[src/rtl/core/bins_pkg.sv]
// Shared constants, types and window rule function for the notch smoothing block.
`default_nettype none
package bins_pkg;

	localparam int SIDE_DEF = 64;
	localparam int ROW_W    = 64;
	localparam int NUM_W    = 6;

	localparam logic [1:0] CELL_CLR  = 2'd0;
	localparam logic [1:0] CELL_SET  = 2'd1;
	localparam logic [1:0] CELL_MARK = 2'd2;

	typedef logic [8:0][1:0] win_t;

	typedef struct packed {
		logic             load_wr;
		logic             top_wr;
		logic             rd_en;
		logic             shift;
		logic             rotate;
		logic             apply;
		logic             out_load;
		logic             out_last;
		logic [NUM_W-1:0] addr_rd;
		logic [NUM_W-1:0] addr_wr;
		logic [NUM_W-1:0] out_num;
	} cmd_t;

	typedef struct packed {
		logic out_busy;
	} sts_t;

	localparam logic [8:0] RULE_ZERO [8] = '{
		9'h002, 9'h005, 9'h020, 9'h104, 9'h080, 9'h140, 9'h008, 9'h041
	};
	localparam logic [3:0] RULE_POS [8] = '{
		4'd1, 4'd1, 4'd5, 4'd5, 4'd7, 4'd7, 4'd3, 4'd3
	};
	localparam logic [1:0] RULE_VAL [8] = '{
		CELL_SET, CELL_MARK, CELL_SET, CELL_MARK,
		CELL_SET, CELL_MARK, CELL_SET, CELL_MARK
	};

	function automatic win_t smooth_window(win_t w_in);
		win_t w;
		logic hit;
		w = w_in;
		for (int r = 0; r < 8; r++) begin
			hit = 1'b1;
			for (int k = 0; k < 9; k++) begin
				if ((w[k] != CELL_CLR) == RULE_ZERO[r][k]) begin
					hit = 1'b0;
				end
			end
			if (hit) begin
				w[RULE_POS[r]] = RULE_VAL[r];
			end
		end
		return w;
	endfunction

endpackage
`default_nettype wire

[src/rtl/core/bins_ctrl.sv]
// Controller: sequences row loading, the window pass, write-back and row emission.
`default_nettype none
module bins_ctrl #(
	parameter int SIDE = bins_pkg::SIDE_DEF
) (
	input  wire logic           clk,
	input  wire logic           arst_n,
	input  wire logic           row_valid,
	output logic                row_stall,
	input  wire bins_pkg::sts_t sts,
	output bins_pkg::cmd_t      cmd
);
	localparam int AW = $clog2(SIDE);
	localparam int NW = bins_pkg::NUM_W;

	typedef enum logic [2:0] {
		S_LOAD, S_PRIME, S_SCAN, S_ADV, S_FLUSH, S_EMIT_RD, S_EMIT_LD, S_EMIT_WAIT
	} state_t;

	state_t state_q;
	logic [AW-1:0] rows_q, row_q, col_q;
	logic [1:0] cnt_q;
	logic accept;

	assign row_stall = (state_q != S_LOAD);
	assign accept    = row_valid && !row_stall;

	always_comb begin
		cmd = '0;
		case (state_q)
			S_LOAD: begin
				cmd.load_wr = accept;
				cmd.addr_wr = NW'(rows_q);
			end
			S_PRIME: begin
				cmd.rd_en   = (cnt_q != 2'd3);
				cmd.addr_rd = NW'(cnt_q);
				cmd.shift   = (cnt_q != 2'd0);
			end
			S_SCAN: begin
				cmd.rotate  = 1'b1;
				cmd.apply   = (col_q < AW'(SIDE - 2));
				cmd.rd_en   = (col_q == AW'(SIDE - 1)) && (row_q != AW'(SIDE - 2));
				cmd.addr_rd = NW'(row_q + AW'(2));
			end
			S_ADV: begin
				cmd.top_wr  = 1'b1;
				cmd.shift   = 1'b1;
				cmd.addr_wr = NW'(row_q - AW'(1));
			end
			S_FLUSH: begin
				cmd.top_wr  = 1'b1;
				cmd.shift   = 1'b1;
				cmd.addr_wr = NW'(row_q + AW'(cnt_q));
			end
			S_EMIT_RD: begin
				cmd.rd_en   = 1'b1;
				cmd.addr_rd = NW'(rows_q);
			end
			S_EMIT_LD: begin
				cmd.out_load = 1'b1;
				cmd.out_num  = NW'(rows_q);
				cmd.out_last = (rows_q == AW'(SIDE - 1));
			end
			default: begin
				cmd = '0;
			end
		endcase
	end

	always_ff @(posedge clk or negedge arst_n) begin
		if (!arst_n) begin
			state_q <= S_LOAD;
			rows_q  <= '0;
			row_q   <= '0;
			col_q   <= '0;
			cnt_q   <= '0;
		end else begin
			case (state_q)
				S_LOAD: begin
					if (accept) begin
						if (rows_q == AW'(SIDE - 1)) begin
							rows_q  <= '0;
							cnt_q   <= '0;
							state_q <= S_PRIME;
						end else begin
							rows_q <= rows_q + AW'(1);
						end
					end
				end
				S_PRIME: begin
					cnt_q <= cnt_q + 2'd1;
					if (cnt_q == 2'd3) begin
						row_q   <= AW'(1);
						col_q   <= '0;
						state_q <= S_SCAN;
					end
				end
				S_SCAN: begin
					if (col_q == AW'(SIDE - 1)) begin
						col_q   <= '0;
						state_q <= S_ADV;
					end else begin
						col_q <= col_q + AW'(1);
					end
				end
				S_ADV: begin
					if (row_q == AW'(SIDE - 2)) begin
						cnt_q   <= '0;
						state_q <= S_FLUSH;
					end else begin
						row_q   <= row_q + AW'(1);
						state_q <= S_SCAN;
					end
				end
				S_FLUSH: begin
					cnt_q <= cnt_q + 2'd1;
					if (cnt_q == 2'd1) begin
						rows_q  <= '0;
						state_q <= S_EMIT_RD;
					end
				end
				S_EMIT_RD: begin
					state_q <= S_EMIT_LD;
				end
				S_EMIT_LD: begin
					state_q <= S_EMIT_WAIT;
				end
				S_EMIT_WAIT: begin
					if (!sts.out_busy) begin
						if (rows_q == AW'(SIDE - 1)) begin
							rows_q  <= '0;
							state_q <= S_LOAD;
						end else begin
							rows_q  <= rows_q + AW'(1);
							state_q <= S_EMIT_RD;
						end
					end
				end
				default: begin
					state_q <= S_LOAD;
				end
			endcase
		end
	end

endmodule
`default_nettype wire

[config.mk]
export PLATFORM = sky130hd
export DESIGN_NAME = bins_ctrl
export DESIGN_NICKNAME = d
export VERILOG_FILES = /design/src/rtl/core/bins_pkg.sv /design/src/rtl/core/bins_ctrl.sv
export SDC_FILE = /design/constraint.sdc
export NUM_CORES = 1
export LEC_CHECK = 0
export ABC_CLOCK_PERIOD_IN_PS = 3560
export BUFFER_PORTS_ARGS = -buffer_cell sky130_fd_sc_hd__buf_2
export CORE_MARGIN = 2
export CORE_UTILIZATION = 43
export DETAILED_ROUTE_END_ITERATION = 8
export SYNTH_ARGS = -nofsm -noshare
export SYNTH_HDL_FRONTEND = slang
export SYNTH_SLANG_ARGS = --single-unit
[constraint.sdc]
create_clock -name clk -period 3.56 [get_ports clk]
set_clock_uncertainty 0.2 [all_clocks]
set_input_delay 0.534 -clock clk [delete_from_list [all_inputs] [get_ports clk]]
set_output_delay 0.534 -clock clk [all_outputs]
set_load 0.05 [all_outputs]
==> results of run 1 <==
## through the flow
stage          hold WS (ps)  cells
2_1_floorplan          38.4    220
3_3_place_gp            312    296
3_5_place_dp            306    296
4_1_cts                55.2    300
5_1_grt                79.8    301
6_report               41.0    301
## worst max-delay path, stage by stage (launching register included)
cell,delay (ps)
dfrtp_1,420
nor2_4,160
nand3_1,150
ha_1,320
a211o_1,330
a2111oi_0,330
nand3b_1,180
mux2i_1,190
clkbuf_4,250
## timing repair
| action | CTS | global route |
|---|---|---|
| buffers inserted | 0 | 1 |
| setup endpoints to repair | 0 | 1 |
| hold buffers | 0 | 0 |
| resized for setup | 0 | 2 |
## flip-flops by register name, summed over array words and instances, names as in the netlist
signal and cells:
rows_q 6, state_q 3, row_q 6, cnt_q 2, col_q 6
## area by class of cell
class | count | area share
flip-flops and latches | 23 | 0.260
repair buffers | 35 | 0.0858
multi-input cells | 178 | 0.586
well taps | 52 | 0.0294
inverters | 9 | 0.0175
clock inverters | 1 | 0.00339
clock buffers | 3 | 0.0186
## cell families (layout without fill, tap and decap cells)
kind of cell | after synthesis | after routing | share of synthesized area
compound gates | 63 | 63 | 0.233
xor+xnor | 7 | 7 | 0.0309
fa+ha+maj | 14 | 14 | 0.0921
buf+inv | 19 | 48 | 0.0568
flops | 23 | 23 | 0.290
mux | 11 | 11 | 0.0574
simple gates | 83 | 83 | 0.240
## routing by layer
metal	part of all wire	wire [µm]	up-vias	GRT usage
met5	0	0	-	0
met4	0.0050	25	0	0.0335
met3	0.049	243	2	0.0347
met2	0.47	2350	52	0.342
met1	0.48	2390	848	0.303
li1	-	-	880	-
## power groups by stage
stage / clock [mW] / sequential (mW) / combinational, mW
5_1_grt: 0.192 / 0.411 / 0.764
3_5_place_dp: 0 / 0.406 / 0.694
2_1_floorplan: 0 / 0.354 / 0.589
3_3_place_gp: 0 / 0.406 / 0.699
4_1_cts: 0.181 / 0.401 / 0.695
6_report: 0.173 / 0.402 / 0.706
## how the worst max path moves through the flow
stage                     endpoint  depth (start not counted)       start  slack (ps)
after floorplan            cmd[11]                          8  state_q[1]          30
after global placement     cmd[11]                          8  state_q[1]         370
after detailed placement   cmd[11]                          8  state_q[1]         320
after CTS                  cmd[11]                          8  state_q[1]           4
after global routing       cmd[11]                          8  state_q[0]          80
final                      cmd[11]                          8  state_q[0]         230
## synthesized netlist by cell type (all sizes together)
| master | instances | share of area |
|---|---|---|
| nor3b | 2 | 0.010 |
| a211o | 1 | 0.0044 |
| o21a | 1 | 0.0038 |
| and4 | 2 | 0.0088 |
| nor2 | 10 | 0.024 |
| nand2b | 3 | 0.0095 |
| and2 | 9 | 0.028 |
| nor4 | 1 | 0.0032 |
| and3 | 3 | 0.013 |
| o211ai | 3 | 0.011 |
| nand4 | 3 | 0.0095 |
| a211oi | 3 | 0.011 |
| a221o | 2 | 0.010 |
| a41oi | 1 | 0.0044 |
| a31oi | 2 | 0.0063 |
| buf | 10 | 0.037 |
| o22ai | 3 | 0.0095 |
| a221oi | 1 | 0.0044 |
| o21ai | 15 | 0.040 |
| clkinv | 1 | 0.0044 |
| mux2i | 8 | 0.040 |
| a32o | 1 | 0.0050 |
| dfrtp | 23 | 0.29 |
| a2111oi | 1 | 0.0044 |
| a311o | 1 | 0.0050 |
| or3b | 1 | 0.0044 |
| inv | 8 | 0.015 |
| fa | 1 | 0.010 |
| a21oi | 9 | 0.025 |
| ha | 13 | 0.082 |
| o31ai | 2 | 0.010 |
| a22o | 11 | 0.049 |
| a21o | 4 | 0.015 |
| nor3 | 4 | 0.016 |
| nand3b | 4 | 0.015 |
| or2 | 2 | 0.0063 |
| xor2 | 4 | 0.018 |
| nor2b | 2 | 0.0063 |
| xnor2 | 3 | 0.013 |
| a22oi | 2 | 0.015 |
| and3b | 1 | 0.0044 |
| and4bb | 1 | 0.0063 |
| mux2 | 3 | 0.017 |
| nand3 | 14 | 0.035 |
| nand2 | 21 | 0.040 |
==> results.py, run 1 <==
metrics = {
    "die": {
        "die-area_mm2": 0.00517,
        "rows": 24,
        "core_area_mm2": 0.00438,
        "initial_utilization": 0.452,
        "die_h_um": 71.9,
        "ios": 31,
        "die_x_um": 71.9,
    },
    "route": {
        "wl_per_cell_um": 16.6,
        "via_per_inst": 5.92,
        "wirelength_um": 5010,
        "num_vias": 1782,
        "drcViolationCount": 0,
        "dr.pass1.iters": 4,
        "ant_nets": 0,
        "drt_iter0_drc": 206,
    },
    "synthesis": {
        "syn_area_per_cell_um2": 9.01,
        "yosysSeqAreaShare": 0.290,
        "syn-cell-area_mm2": 0.00198,
        "synth_seq_cells": 23,
        "netlist-cell-type-count": 59,
        "netlist_instances": 220,
        "yosysWarningCount": 0,
        "syn_nets": 238,
    },
    "timing": {
        "post-route-min-period_ps": 3330,
        "finalMaxSlewViolations": 0,
        "tns_ps": 0,
        "setup_ws_ps": 233,
        "fmax_mhz": 301,
        "finalCritPeriodShare": 0.935,
        "tightest_slew_ps": 553,
        "final_hold_viol_count": 0,
        "slew_headroom": 0.631,
        "grt_setup_unrepaired": "no",
        "setup_viol": 0,
    },
    "placement": {
        "numPortBuffers": 30,
        "place.detailed.hpwl_um": 3690,
        "place_congestion": 0.840,
        "place_ws_ps": 322,
        "place_area_mm2": 0.00215,
    },
    "final_layout": {
        "syn_to_final_growth_pct": 11.7,
        "seq_area_um2": 576,
        "fin_area_mm2": 0.00222,
        "multi_input_area_mm2": 0.00130,
        "mostFrequentLayoutCells": "29 x buf_2, 23 x dfrtp_1, 20 x nand2_1, 14 x nand3_1, 13 x ha_1",
        "fin_util": 0.505,
        "n_antenna_cell": 0,
        "drive_gt1_frac": 0.225,
        "fin_nets": 268,
        "final_common_cell": "buf_2",
        "nFillCells": 411,
    },
    "pwr": {
        "p_clk_frac": 0.135,
        "intPower_mw": 0.626,
        "seq_power_share": 0.314,
        "power_switching_mw": 0.655,
        "p_leak_nw": 1.04,
        "p_comb_frac": 0.551,
        "powerDensity_mw_per_mm2": 578,
        "irDropWorstVdd_uv": 301,
        "power.total_mw": 1.28,
        "netSwitchingFraction": 0.511,
    },
    "global_route": {
        "grt_start_max_net_pins": 24,
        "grt_pass1_wl_um": 8600,
        "grt_usage": 0.211,
        "antenna_found_initial": 0,
        "grt_pass1_vias": 1723,
        "grt-ovfl-total": 0,
    },
    "cts": {
        "numCtsBuffers": 3,
        "cts_tree": "yes",
        "clock_path_buffers": 2,
        "cts.htree.levels": 1,
        "clk_latency_ps": 270,
        "cts_sinks": 23,
        "clk_pin_slew_worst_paths_ps": 90,
        "cts_root_buffer": "clkbuf_8",
    },
    "min_path": {
        "hp-class": "primary input to asynchronous set/reset pin",
    },
    "worst_setup_path": {
        "critPathLaunchType": "flip-flop",
        "cp_max_fo": 5,
        "critPathRequiredTime_ps": 2830,
        "r2r-start": "state_q[2]",
        "reg2reg_to": "col_q[5]",
        "r2r_cells": 6,
        "worstSetupPathType": "flip-flop to primary output",
        "worstPathArrival_ps": 2590,
        "r2r_slack_ps": 1540,
        "cp-end-kind": "primary output",
    },
    "flow_run": {
        "max_cap_viol_count": 0,
    },
    "run_status": {
        "status": "completed",
    },
}
(Power assumes the default switching activity.)
==> run 2: changes to the inputs <==
==> constraint.sdc (replaced) <==
create_clock -name clk -period 3.56 [get_ports clk]
set_clock_uncertainty 0.2 [all_clocks]
set_input_delay 0.178 -clock clk [delete_from_list [all_inputs] [get_ports clk]]
set_output_delay 0.178 -clock clk [all_outputs]
set_load 0.05 [all_outputs]
==> results.py, run 2 (same netlist as run 1, synthesis figures left out) <==
metrics = {
    "timing": {
        "slew_headroom": 0.631,
        "grt_setup_unrepaired": "no",
        "tightest_slew_ps": 554,
        "tns_ps": 0,
        "finalCritPeriodShare": 0.896,
        "post-route-min-period_ps": 3190,
        "fmax_mhz": 313,
        "final_hold_viol_count": 0,
        "finalMaxSlewViolations": 0,
        "setup_viol": 0,
    },
    "final_layout": {
        "final_common_cell": "buf_2",
        "fin_area_mm2": 0.00220,
        "reg_top3": "col_q (6), row_q (6), rows_q (6)",
        "mostFrequentLayoutCells": "30 x buf_2, 23 x dfrtp_1, 21 x nand2_1, 14 x nand3_1, 13 x ha_1",
        "syn_to_final_growth_pct": 11.1,
        "fin_nets": 267,
        "nFillCells": 414,
        "n_antenna_cell": 0,
        "drive_gt1_frac": 0.214,
    },
    "route": {
        "drt_iter0_drc": 132,
        "wirelength_um": 5010,
        "via_per_inst": 5.85,
        "wl_met1_um": 2480,
        "dr.pass1.iters": 4,
        "wl_met3_um": 174,
        "ant_nets": 0,
        "wl_per_cell_um": 16.7,
        "top_layer": "met4",
        "wl_met2_um": 2280,
        "drcViolationCount": 0,
        "num_vias": 1754,
    },
    "worst_setup_path": {
        "max_stage_delay_ps": 410,
        "worstPathArrival_ps": 2810,
        "worstSetupEndpoint": "cmd[11]",
        "crit_path_cell_trace": "nor2_4 > nand2_1 > ha_1 > o21a_1 > a2111oi_0 > nand3b_1 > mux2i_1 > buf_2",
        "crit_buf_inv": 1,
        "cp-end-kind": "primary output",
        "r2r-start": "rows_q[1]",
        "startpoint": "state_q[1]",
        "critPathRequiredTime_ps": 3180,
        "cp_max_fo": 9,
        "r2r_slack_ps": 1520,
        "cp_slowest_cell": "dfrtp_1",
        "r2r_cells": 5,
        "cp.depth": 8,
        "worstSetupPathType": "flip-flop to primary output",
        "reg2reg_to": "cnt_q[0]",
        "cp_top_family": "simple AND/OR/NAND/NOR gates",
        "critPathLaunchType": "flip-flop",
    },
    "die": {
        "ios": 31,
        "die_x_um": 71.9,
        "die-area_mm2": 0.00517,
        "rows": 24,
        "initial_utilization": 0.452,
        "core_area_mm2": 0.00438,
        "die_h_um": 71.9,
    },
    "pwr": {
        "p_clk_frac": 0.135,
        "p_comb_frac": 0.548,
        "irDropWorstVdd_uv": 277,
        "netSwitchingFraction": 0.515,
        "powerDensity_mw_per_mm2": 576,
        "seq_power_share": 0.317,
        "power_switching_mw": 0.653,
        "intPower_mw": 0.615,
        "p_leak_nw": 1.04,
    },
    "cts": {
        "cts_tree": "yes",
        "clk_pin_slew_worst_paths_ps": 90,
        "clock_path_buffers": 2,
        "numCtsBuffers": 3,
        "cts_resized": 0,
        "cts.htree.levels": 1,
        "cts_sinks": 23,
        "clk_latency_ps": 270,
        "cts_root_buffer": "clkbuf_8",
    },
    "global_route": {
        "grt_pass1_wl_um": 8560,
        "grt_start_max_net_pins": 24,
        "grt-ovfl-total": 0,
        "grt_usage": 0.212,
        "antenna_found_initial": 0,
        "grt_pass1_vias": 1734,
    },
    "placement": {
        "numPortBuffers": 30,
        "place_congestion": 0.871,
        "place_area_mm2": 0.00215,
        "place.detailed.hpwl_um": 3700,
    },
    "min_path": {
        "hp-class": "primary input to flip-flop",
    },
    "run_status": {
        "status": "completed",
    },
    "flow_run": {
        "max_cap_viol_count": 0,
    },
}
[run 2: cell types whose count changed in the layout (fill, tap and decap cells not counted), sizes merged]
cell,before,now
clkbuf,4,3
clkinv,1,2
clkinvlp,1,0
dlygate4sd3,0,1
buf,34,33
[run 2: per-layer routing]
metal | vias up | track usage
met3 | 7 | 0.0250
met4 | 0 | 0.0692
met2 | 37 | 0.333
met1 | 829 | 0.306
met5 | - | 0
li1 | 881 | -
[run 2: area by class of cell]
class,instances,area (µm²),share of cell area
clock buffer,3,41.3,0.0187
timing repair buffer,34,183,0.0829
clock inverter,1,5.00,0.00227
tap,52,65.1,0.0295
inverter,9,38.8,0.0176
multi-input combinational,178,1290,0.588
sequential,23,576,0.261
[run 2: worst min-delay path by stage]
stage                         start         end  cells after the start
after global routing            sts  state_q[0]                      3
after CTS                 row_valid   rows_q[2]                      3
after floorplan              arst_n    cnt_q[0]                      0
after detailed placement     arst_n    row_q[2]                      1
final                     row_valid   rows_q[2]                      3
after global placement       arst_n    row_q[0]                      1
[run 2: power by group through the flow]
stage / Clock (mW) / Combinational [mW] / Sequential (mW)
detailed placement: 0 / 0.691 / 0.405
global route: 0.187 / 0.750 / 0.411
CTS: 0.173 / 0.695 / 0.400
global placement: 0 / 0.693 / 0.406
finish: 0.171 / 0.695 / 0.402
floorplan: 0 / 0.589 / 0.354
[run 2: tightest hold or removal path, delay by kind of cell]
kind | cells | cell delay, ps
buf+inv | 1 | 120
compound gates | 2 | 300
[run 2: timing repair]
| action | 4_1_cts | 5_1_grt |
|---|---|---|
| setup endpoints to repair | 0 | 0 |
| buffers inserted | 0 | 0 |
| endpoints found under the hold margin | 23 | 0 |
| hold buffers | 1 | 0 |
[run 2: stage by stage]
stage | power (mW) | std cells | hold WS (ps) | utilization | worst slack, ps
after global routing | 1.35 | 300 | 180 | 0.503 | 132
final | 1.27 | 300 | 171 | 0.503 | 370
after floorplan | 0.943 | 220 | -318 | - | 383
after CTS | 1.27 | 300 | 168 | 0.503 | 391
after detailed placement | 1.10 | 295 | 6.32 | 0.490 | 713
after global placement | 1.10 | 295 | -1.70 | 0.490 | 728
